<file path="config.mk">
export PLATFORM = sky130hd
export DESIGN_NAME = idea_cbc_block_cipher_top
export DESIGN_NICKNAME = d
export VERILOG_FILES = /design/src/idea_pkg.sv /design/src/idea_dp.sv /design/src/idea_ctrl.sv /design/src/idea_cbc_block_cipher_top.sv
export SDC_FILE = /design/constraint.sdc
export NUM_CORES = 2
export LEC_CHECK = 0
export ABC_AREA = 1
export BUFFER_PORTS_ARGS = -buffer_cell sky130_fd_sc_hd__buf_2
export CORE_MARGIN = 5
export CORE_UTILIZATION = 45
export DETAILED_ROUTE_END_ITERATION = 8
export SLEW_MARGIN = 20
export SYNTH_ARGS = -nofsm -noshare
export SYNTH_HDL_FRONTEND = slang
export SYNTH_SLANG_ARGS = --single-unit
</file>
<file path="constraint.sdc">
create_clock -name i_clk -period 15.8 [get_ports i_clk]
set_input_delay 2.37 -clock i_clk [delete_from_list [all_inputs] [get_ports i_clk]]
set_output_delay 2.37 -clock i_clk [all_outputs]
set_load 0.02 [all_outputs]
</file>
<file path="src/idea_pkg.sv">
// Shared types and constants for the IDEA CBC block cipher.
package idea_pkg;

    localparam int ROUND_COUNT = 8;
    localparam int SCHED_LEN   = 6 * ROUND_COUNT + 4;
    localparam int ROUND_W     = $clog2(ROUND_COUNT);

    localparam logic [1:0] REG_KEY_HIGH     = 2'd0;
    localparam logic [1:0] REG_KEY_LOW      = 2'd1;
    localparam logic [1:0] REG_IV_VALUE     = 2'd2;
    localparam logic [1:0] REG_DECRYPT_MODE = 2'd3;

    typedef struct packed {
        logic capture;
        logic kinit;
        logic kwrite;
        logic kwr_inv;
        logic inv_start;
        logic inv_step;
        logic blk_init;
        logic step_a;
        logic step_b;
        logic step_c;
        logic out_load;
    } t_cmd;

    typedef struct packed {
        logic need_inv;
        logic inv_last;
        logic j_last;
        logic key_cfg_wr;
    } t_sts;

endpackage

</file>
<file path="src/idea_dp.sv">
// Datapath: configuration registers, subkey memory, schedule builder and round logic.
module idea_dp (
    input  logic             i_clk,
    input  logic             i_rst_n,
    input  idea_pkg::t_cmd   i_cmd,
    output idea_pkg::t_sts   o_sts,
    input  logic             i_cfg_valid,
    input  logic [1:0]       i_cfg_index,
    input  logic [63:0]      i_cfg_data,
    input  logic [63:0]      i_block_in,
    input  logic             i_first_block,
    output logic [63:0]      o_block_out
);
    import idea_pkg::*;

    function automatic logic [15:0] f_mul(input logic [15:0] a, input logic [15:0] b);
        logic [31:0] p;
        logic [15:0] lo;
        logic [15:0] hi;
        p  = 32'(a) * 32'(b);
        lo = p[15:0];
        hi = p[31:16];
        if (a == 16'd0) begin
            f_mul = 16'd1 - b;
        end else if (b == 16'd0) begin
            f_mul = 16'd1 - a;
        end else begin
            f_mul = lo - hi + {15'd0, (lo < hi)};
        end
    endfunction

    logic [63:0]  r_key_hi, r_key_lo, r_iv;
    logic         r_dec;
    logic [63:0]  r_in_blk;
    logic         r_in_first;
    logic [63:0]  r_chain, r_cv, r_out;
    logic [15:0]  r_mem [0:SCHED_LEN-1];
    logic [127:0] r_kreg;
    logic [5:0]   r_j, r_p0;
    logic [2:0]   r_q;
    logic [15:0]  r_acc, r_invx;
    logic [4:0]   r_icnt;
    logic [5:0]   r_f;
    logic [1:0]   r_pair, r_cap_slot;
    logic         r_fetch_act, r_cap_v;
    logic [15:0]  r_rd0, r_rd1;
    logic [15:0]  r_kb [0:5];
    logic [15:0]  r_x1, r_x2, r_x3, r_x4, r_t2;

    logic [15:0]  w, wval, mul_a, mul_b, mul_ya, mul_yb, mres, t2n;
    logic [15:0]  y1, y2, y3, y4;
    logic [5:0]   wdest;
    logic         op_inv, op_neg, body, last_r;
    logic [127:0] kinit_val;
    logic [63:0]  ceff, din, res;

    assign w      = r_kreg[(3'd7 - r_j[2:0]) * 16 +: 16];
    assign body   = (r_j >= 6'd4);
    assign last_r = (r_p0 == 6'd6);

    always_comb begin
        op_inv = 1'b0;
        op_neg = 1'b0;
        wdest  = r_j;
        if (!body) begin
            wdest  = 6'd48 + {4'd0, r_j[1:0]};
            op_inv = (r_j[1:0] == 2'd0) || (r_j[1:0] == 2'd3);
            op_neg = !op_inv;
        end else begin
            case (r_q)
                3'd0: wdest = r_p0 - 6'd2;
                3'd1: wdest = r_p0 - 6'd1;
                3'd2: begin wdest = r_p0 - 6'd6; op_inv = 1'b1; end
                3'd3: begin wdest = last_r ? r_p0 - 6'd5 : r_p0 - 6'd4; op_neg = 1'b1; end
                3'd4: begin wdest = last_r ? r_p0 - 6'd4 : r_p0 - 6'd5; op_neg = 1'b1; end
                3'd5: begin wdest = r_p0 - 6'd3; op_inv = 1'b1; end
                default: wdest = r_p0;
            endcase
        end
        if (!r_dec) begin
            wdest = r_j;
        end
        if (i_cmd.kwr_inv) begin
            wval = r_acc;
        end else if (r_dec && op_neg) begin
            wval = 16'd0 - w;
        end else begin
            wval = w;
        end
    end

    always_comb begin
        for (int i = 0; i < 8; i++) begin
            kinit_val[(7 - i) * 16 +: 16] = {r_key_hi[63 - 8 * i -: 8], r_key_lo[63 - 8 * i -: 8]};
        end
    end

    always_comb begin
        mul_a = r_x1;
        mul_b = r_kb[0];
        if (i_cmd.inv_step) begin
            mul_a = r_acc;
            mul_b = r_icnt[0] ? r_invx : r_acc;
        end else if (i_cmd.step_b) begin
            mul_a = r_x1 ^ r_x3;
            mul_b = r_kb[4];
        end else if (i_cmd.step_c) begin
            mul_a = r_t2 + (r_x2 ^ r_x4);
            mul_b = r_kb[5];
        end
    end

    assign mul_ya = f_mul(mul_a, mul_b);
    assign mul_yb = f_mul(r_x4, r_kb[3]);
    assign mres   = mul_ya;
    assign t2n    = mres + r_t2;

    assign y1  = mul_ya;
    assign y3  = r_x3 + r_kb[1];
    assign y2  = r_x2 + r_kb[2];
    assign y4  = mul_yb;
    assign res = {y4[15:8], y2[15:8], y3[15:8], y1[15:8], y4[7:0], y2[7:0], y3[7:0], y1[7:0]}
                 ^ (r_dec ? r_cv : 64'd0);

    assign ceff = r_in_first ? r_iv : r_chain;
    assign din  = r_dec ? r_in_blk : (r_in_blk ^ ceff);

    assign o_sts.need_inv   = r_dec && op_inv && (w > 16'd1);
    assign o_sts.inv_last   = (r_icnt == 5'd29);
    assign o_sts.j_last     = (r_j == 6'(SCHED_LEN - 1));
    assign o_sts.key_cfg_wr = i_cfg_valid && (i_cfg_index != REG_IV_VALUE);
    assign o_block_out      = r_out;

    always_ff @(posedge i_clk) begin
        if (!i_rst_n) begin
            r_key_hi    <= 64'd0;
            r_key_lo    <= 64'd0;
            r_iv        <= 64'd0;
            r_dec       <= 1'b0;
            r_chain     <= 64'd0;
            r_fetch_act <= 1'b0;
            r_cap_v     <= 1'b0;
        end else begin
            if (i_cfg_valid) begin
                case (i_cfg_index)
                    REG_KEY_HIGH:     r_key_hi <= i_cfg_data;
                    REG_KEY_LOW:      r_key_lo <= i_cfg_data;
                    REG_IV_VALUE:     r_iv     <= i_cfg_data;
                    REG_DECRYPT_MODE: r_dec    <= i_cfg_data[0];
                    default:          r_dec    <= r_dec;
                endcase
            end
            if (i_cmd.blk_init && r_dec) begin
                r_chain <= r_in_blk;
            end
            if (i_cmd.out_load && !r_dec) begin
                r_chain <= res;
            end
            r_cap_v <= r_fetch_act;
            if (i_cmd.blk_init) begin
                r_fetch_act <= 1'b1;
            end else if (r_fetch_act && (r_f == 6'(SCHED_LEN - 2))) begin
                r_fetch_act <= 1'b0;
            end
        end
    end

    always_ff @(posedge i_clk) begin
        if (i_cmd.capture) begin
            r_in_blk   <= i_block_in;
            r_in_first <= i_first_block;
        end
        if (i_cmd.kinit) begin
            r_kreg <= kinit_val;
            r_j    <= 6'd0;
            r_q    <= 3'd0;
            r_p0   <= 6'd48;
        end
        if (i_cmd.kwrite) begin
            r_mem[wdest] <= wval;
            r_j <= r_j + 6'd1;
            if (r_j[2:0] == 3'd7) begin
                r_kreg <= {r_kreg[102:0], r_kreg[127:103]};
            end
            if (body) begin
                r_q <= (r_q == 3'd5) ? 3'd0 : r_q + 3'd1;
                if (r_q == 3'd5) begin
                    r_p0 <= r_p0 - 6'd6;
                end
            end
        end
        if (i_cmd.inv_start) begin
            r_acc  <= w;
            r_invx <= w;
            r_icnt <= 5'd0;
        end
        if (i_cmd.inv_step) begin
            r_acc  <= mul_ya;
            r_icnt <= r_icnt + 5'd1;
        end
        if (i_cmd.blk_init) begin
            r_f    <= 6'd0;
            r_pair <= 2'd0;
            r_cv   <= ceff;
            r_x1   <= {din[39:32], din[7:0]};
            r_x2   <= {din[47:40], din[15:8]};
            r_x3   <= {din[55:48], din[23:16]};
            r_x4   <= {din[63:56], din[31:24]};
        end
        if (r_fetch_act) begin
            r_rd0      <= r_mem[r_f];
            r_rd1      <= r_mem[r_f + 6'd1];
            r_cap_slot <= r_pair;
            r_f        <= r_f + 6'd2;
            r_pair     <= (r_pair == 2'd2) ? 2'd0 : r_pair + 2'd1;
        end
        if (r_cap_v) begin
            r_kb[{r_cap_slot, 1'b0}] <= r_rd0;
            r_kb[{r_cap_slot, 1'b1}] <= r_rd1;
        end
        if (i_cmd.step_a) begin
            r_x1 <= mul_ya;
            r_x4 <= mul_yb;
            r_x2 <= r_x2 + r_kb[1];
            r_x3 <= r_x3 + r_kb[2];
        end
        if (i_cmd.step_b) begin
            r_t2 <= mres;
        end
        if (i_cmd.step_c) begin
            r_x1 <= r_x1 ^ mres;
            r_x4 <= r_x4 ^ t2n;
            r_x2 <= r_x3 ^ mres;
            r_x3 <= t2n ^ r_x2;
        end
        if (i_cmd.out_load) begin
            r_out <= res;
        end
    end

endmodule

</file>
<file path="src/idea_ctrl.sv">
// Controller: sequences subkey schedule building, block rounds and result hand-off.
module idea_ctrl (
    input  logic             i_clk,
    input  logic             i_rst_n,
    input  logic             i_in_valid,
    output logic             o_in_ready,
    output logic             o_out_valid,
    input  logic             i_out_ready,
    input  idea_pkg::t_sts   i_sts,
    output idea_pkg::t_cmd   o_cmd
);
    import idea_pkg::*;

    typedef enum logic [8:0] {
        S_IDLE  = 9'b000000001,
        S_KSTEP = 9'b000000010,
        S_KINV  = 9'b000000100,
        S_KWR   = 9'b000001000,
        S_LOAD  = 9'b000010000,
        S_RA    = 9'b000100000,
        S_RB    = 9'b001000000,
        S_RC    = 9'b010000000,
        S_OUT   = 9'b100000000
    } t_state;

    t_state               r_state, n_state;
    logic [1:0]           r_cnt, n_cnt;
    logic [ROUND_W-1:0]   r_round, n_round;
    logic                 r_sched, n_sched;
    logic                 r_out_valid, n_out_valid;
    logic                 in_acc;

    assign o_in_ready  = (r_state == S_IDLE);
    assign o_out_valid = r_out_valid;
    assign in_acc      = i_in_valid && o_in_ready;

    always_comb begin
        n_state     = r_state;
        n_cnt       = r_cnt;
        n_round     = r_round;
        n_sched     = r_sched;
        o_cmd       = '0;
        o_cmd.capture = in_acc;
        if (i_sts.key_cfg_wr) begin
            n_sched = 1'b0;
        end
        case (r_state)
            S_IDLE: begin
                if (in_acc) begin
                    n_cnt = 2'd0;
                    if (!r_sched) begin
                        o_cmd.kinit = 1'b1;
                        n_state     = S_KSTEP;
                    end else begin
                        n_state = S_LOAD;
                    end
                end
            end
            S_KSTEP: begin
                if (i_sts.need_inv) begin
                    o_cmd.inv_start = 1'b1;
                    n_state         = S_KINV;
                end else begin
                    o_cmd.kwrite = 1'b1;
                    if (i_sts.j_last) begin
                        n_sched = 1'b1;
                        n_state = S_LOAD;
                    end
                end
            end
            S_KINV: begin
                o_cmd.inv_step = 1'b1;
                if (i_sts.inv_last) begin
                    n_state = S_KWR;
                end
            end
            S_KWR: begin
                o_cmd.kwrite  = 1'b1;
                o_cmd.kwr_inv = 1'b1;
                if (i_sts.j_last) begin
                    n_sched = 1'b1;
                    n_state = S_LOAD;
                end else begin
                    n_state = S_KSTEP;
                end
            end
            S_LOAD: begin
                o_cmd.blk_init = (r_cnt == 2'd0);
                n_cnt          = r_cnt + 2'd1;
                if (r_cnt == 2'd3) begin
                    n_round = '0;
                    n_state = S_RA;
                end
            end
            S_RA: begin
                o_cmd.step_a = 1'b1;
                n_state      = S_RB;
            end
            S_RB: begin
                o_cmd.step_b = 1'b1;
                n_state      = S_RC;
            end
            S_RC: begin
                o_cmd.step_c = 1'b1;
                if (r_round == ROUND_W'(ROUND_COUNT - 1)) begin
                    n_state = S_OUT;
                end else begin
                    n_round = r_round + 1'b1;
                    n_state = S_RA;
                end
            end
            S_OUT: begin
                if (!r_out_valid || i_out_ready) begin
                    o_cmd.out_load = 1'b1;
                    n_state        = S_IDLE;
                end
            end
            default: n_state = S_IDLE;
        endcase
        if (o_cmd.out_load) begin
            n_out_valid = 1'b1;
        end else if (i_out_ready) begin
            n_out_valid = 1'b0;
        end else begin
            n_out_valid = r_out_valid;
        end
    end

    always_ff @(posedge i_clk) begin
        if (!i_rst_n) begin
            r_state     <= S_IDLE;
            r_cnt       <= 2'd0;
            r_round     <= '0;
            r_sched     <= 1'b0;
            r_out_valid <= 1'b0;
        end else begin
            r_state     <= n_state;
            r_cnt       <= n_cnt;
            r_round     <= n_round;
            r_sched     <= n_sched;
            r_out_valid <= n_out_valid;
        end
    end

    a_out_slot_free: assert property (@(posedge i_clk) disable iff (!i_rst_n)
        o_cmd.out_load |-> (!r_out_valid || i_out_ready))
        else $error("result loaded over an untaken word");

    a_stale_rebuild: assert property (@(posedge i_clk) disable iff (!i_rst_n)
        (in_acc && !r_sched) |=> (r_state == S_KSTEP))
        else $error("stale schedule not rebuilt");

    a_last_round: assert property (@(posedge i_clk) disable iff (!i_rst_n)
        (r_state == S_RC && r_round == ROUND_W'(ROUND_COUNT - 1)) |=> (r_state == S_OUT))
        else $error("round count overrun");

endmodule

</file>
<file path="src/idea_cbc_block_cipher_top.sv">
// Top level of the IDEA CBC block cipher.
// Input words arrive on the s_axis channel: tdata carries the 64-bit block, tuser the
// first-block flag that reloads the chaining value from the IV register. Results leave
// on the m_axis channel, one 64-bit word per input word, in order.
// Registers are written over the cfg channel (0 key high, 1 key low, 2 IV, 3 decrypt
// mode), which is always ready; the user must make writes only while the block is idle,
// as the block itself does not enforce this. One word is worked on at a time. With a
// valid schedule a word goes from acceptance through set-up, three steps per round for
// eight rounds on two shared 16-bit multipliers fed from a two-port subkey memory, and
// the output transform, until its result is loaded into the output register.
// A new word is accepted the cycle after the result is loaded, and none before then.
// After a write to the key or mode, the next word first rebuilds the 52 subkeys; for
// decryption, up to 18 inverses are each found by 30 modular multiplications.
// Reset clears the registers, the chaining value and the output valid, and marks the
// schedule stale. A stalled receiver holds the result; the block finishes the next
// word and then waits until the output register is free.
module idea_cbc_block_cipher_top (
    input  logic        i_clk,
    input  logic        i_rst_n,
    input  logic        s_axis_tvalid,
    output logic        s_axis_tready,
    input  logic [63:0] s_axis_tdata,   // block_in
    input  logic [0:0]  s_axis_tuser,   // first_block
    output logic        m_axis_tvalid,
    input  logic        m_axis_tready,
    output logic [63:0] m_axis_tdata,   // block_out
    input  logic        i_cfg_valid,
    output logic        o_cfg_ready,
    input  logic [1:0]  i_cfg_index,
    input  logic [63:0] i_cfg_data
);
    import idea_pkg::*;

    t_cmd cmd;
    t_sts sts;

    assign o_cfg_ready = 1'b1;

    idea_ctrl u_ctrl (
        .i_clk       (i_clk),
        .i_rst_n     (i_rst_n),
        .i_in_valid  (s_axis_tvalid),
        .o_in_ready  (s_axis_tready),
        .o_out_valid (m_axis_tvalid),
        .i_out_ready (m_axis_tready),
        .i_sts       (sts),
        .o_cmd       (cmd)
    );

    idea_dp u_dp (
        .i_clk         (i_clk),
        .i_rst_n       (i_rst_n),
        .i_cmd         (cmd),
        .o_sts         (sts),
        .i_cfg_valid   (i_cfg_valid),
        .i_cfg_index   (i_cfg_index),
        .i_cfg_data    (i_cfg_data),
        .i_block_in    (s_axis_tdata),
        .i_first_block (s_axis_tuser[0]),
        .o_block_out   (m_axis_tdata)
    );

endmodule
</file>
==> flow_summary.json <==
{
  "layout.cells.non_filler": 13000,
  "busiest_layer": "met2",
  "post_drt_wl_per_cell_um": 24.4,
  "syn-instance-count": 9994,
  "cpPeakStageDelay_ns": 0.93,
  "clock_path_buffers": 3,
  "syn_area_per_cell_um2": 9.52,
  "leakagePower_nw": 42.4,
  "vdd_drop_max_v": 0.000204,
  "pwr-share-comb_pct": 38.8,
  "grt_use_total_pct": 27.8,
  "dpl_cell_area_um2": 99200,
  "critical_path_class": "flop to flop",
  "synth_area_um2": 95100,
  "clk_latency_ns": 0.84,
  "portBuffers": 201,
  "hold_violations": 0,
  "firstDrtPassIters": 9,
  "clock-sinks": 1697,
  "status": "finished clean",
  "synthTopCellsByArea": "edfxtp_1, fa_1, dfxtp_1, nand2_1, o21ai_0",
  "cp_max_fo": 19,
  "finalCoreUtilization_pct": 50.0,
  "syn_nets": 10900,
  "synth_top_area_cell": "edfxtp_1",
  "cts_tree": "done",
  "fin_crit_ns": 14.51,
  "finalSetupViolCount": 0,
  "fmax_mhz": 68.9,
  "die_x_um": 470,
  "setup-tns-final_ns": 0,
  "postCtsSetupRepairBufs": 0,
  "drive_gt1_share_pct": 8.07,
  "drt_iter0_drc": 8111,
  "startpoint_type": "flop",
  "postCtsResizedCells": 0,
  "cts_buffers": 172,
  "finalNetCount": 11000,
  "p_per_area_nw_per_um2": 153,
  "skew_ns": 0.0630,
  "tightest_slew_ns": 1.27,
  "syn2layout_area_growth_pct": 10.3,
  "place.gp.congestion": 0.952,
  "pwr-share-clk_pct": 25.8,
  "root_buffer": "clkbuf_16",
  "num_vias": 74400,
  "synth_edf_count": 1286,
  "hold_ws_ns": 0.460,
  "start_util_pct": 45.3,
  "dp_cells": 12700,
  "drc_errors": 0,
  "p_sw_share_pct": 40.7,
  "grt_start_max_net_pins": 159,
  "synth_most_common_cell": "nand2_1",
  "async_reset_ff_share_pct": 0,
  "grtUsageMet1_pct": 38.6,
  "pre_cts_slack_ns": 1.62,
  "critPathArrivalTime_ns": 15.02,
  "rsz0062_at_grt": "no",
  "hold_path_class": "flop to flop",
  "yosysWarnings": 0,
  "cts_hold_buffers": 0,
  "ant_nets": 0,
  "layout_setup_ws_ns": 1.29,
  "yosysTopAreaCellShare_pct": 40.6,
  "use_met2_pct": 43.6,
  "wl_mm": 317,
  "slew_headroom_pct": 15.1,
  "die_area_um2": 221000,
  "grt_pass1_wl_mm": 466,
  "worstPathRequired_ns": 16.31,
  "power.share.sequential_pct": 35.3,
  "die-height_um": 470,
  "routed_via_density": 5.73,
  "max_cap_viol_count": 0,
  "ys_ff_latch": 1697,
  "num_io_pins": 203,
  "ys_top_cells_by_count": "nand2_1, nor2_1, edfxtp_1",
  "antenna_found_initial": 12,
  "clkTransAtPathRegs_ns": 0.07,
  "met3_usage_pct": 5.21,
  "total_power_mw": 16.1,
  "place_hpwl_mm": 222,
  "ys.flop_type": "edfxtp_1",
  "cts_max_level": 4,
  "period_share_pct": 91.8,
  "worst_setup_path_end_kind": "flop",
  "grt_pass1_vias": 71400,
  "num_rows": 168,
  "stdcell_area_um2": 105000,
  "overflow": 0,
  "cp_slowest_cell": "edfxtp_1",
  "final-max-slew-violation-count": 0,
  "intPower_mw": 9.53,
  "yosysUniqueCellTypes": 79,
  "ys_seq_area_share_pct": 49.2,
  "switching_power_mw": 6.54,
  "coreArea_um2": 210000
}
-- worst paths after layout --
kind	startpoint	to	slack, ns	cells after the start
setup / recovery	u_dp.r_x4[2]	u_dp.r_x4[13]	1.29	62
hold / removal	u_dp.r_pair[1]	u_dp.r_cap_slot[1]	0.46	0
setup reg to reg	u_dp.r_x4[2]	u_dp.r_x4[13]	1.29	62
hold reg to reg	u_dp.r_pair[1]	u_dp.r_cap_slot[1]	0.46	0
-- worst max-delay path, delay by kind of cell, from the launching register on --
kind / cells / cell delay [ns]
adders and majority gates: 13 / 5.27
buffers and inverters: 8 / 0.95
AOI/OAI and AO/OA: 17 / 3.86
DFF: 1 / 0.93
and+or+nand+nor: 21 / 2.48
xor gates and xnor gates: 3 / 0.65
-- kinds of logic after synthesis --
logic type	after synthesis	share of synthesized area, %
buffers and inverters	1687	6.85
flip-flops	1697	49.2
multiplexers	5	0.0579
AO/OA/AOI/OAI	2184	13.1
AND/OR/NAND/NOR	3300	14.0
other	1	0.00394
XOR/XNOR	319	2.94
adder cells (fa/ha/maj)	801	13.8
-- sequential cells by signal (all words and copies together) (netlist names), 5 cells and up --
register,cells
u_ctrl.r_state,9
u_dp.r_j,6
u_dp.r_icnt,5
u_dp.r_key_hi,64
u_dp.r_rd1,16
u_dp.r_chain,64
u_dp.r_kreg,128
u_dp.r_x3,16
u_dp.r_acc,16
u_dp.r_p0,6
u_dp.r_invx,16
u_dp.r_x4,16
u_dp.r_kb,96
u_dp.r_t2,16
u_dp.r_key_lo,64
u_dp.r_x1,16
u_dp.r_iv,64
u_dp.r_cv,64
u_dp.o_block_out,64
u_dp.r_f,5
u_dp.r_in_blk,64
u_dp.r_mem,832
u_dp.r_x2,16
u_dp.r_rd0,16
-- metal layers --
metal / wire [um] / part of all wire (%)
met5: 61 / 0.019
met4: 12500 / 3.9
met3: 27800 / 8.8
met2: 144000 / 45
met1: 133000 / 42
-- placed cells by master (no fill, tap or decap), drive strengths merged, types with 193 or more instances in the layout --
master,synthesis,final
dfxtp,411,411
ha,388,388
nand3,361,361
xor2,193,193
edfxtp,1286,1286
inv,1142,1152
fa,413,413
clkbuf,437,228
nor2,1318,1318
o21ai,1062,1062
a21oi,492,492
buf,100,389
nand2,1518,1518
-- cell type report --
cell class | count | area [um^2]
fill | 19300 | 105000
multi-input combinational | 6610 | 42000
clock buffer | 228 | 4730
sequential | 1697 | 46800
antenna | 6 | 15.0
inverter | 1150 | 4340
tap | 2805 | 3510
timing repair buffer | 389 | 2490
clock inverter | 93 | 995
-- power by group through the flow --
stage	sequential (mW)	combinational (mW)	clock (mW)
after floorplan	5.73	3.56	0
after global placement	5.76	5.99	0
after detailed placement	5.76	6.06	0
after CTS	5.67	6.10	4.19
after global routing	5.68	6.63	4.38
final	5.68	6.24	4.15
Note: power is estimated with default switching activity, not from simulation.
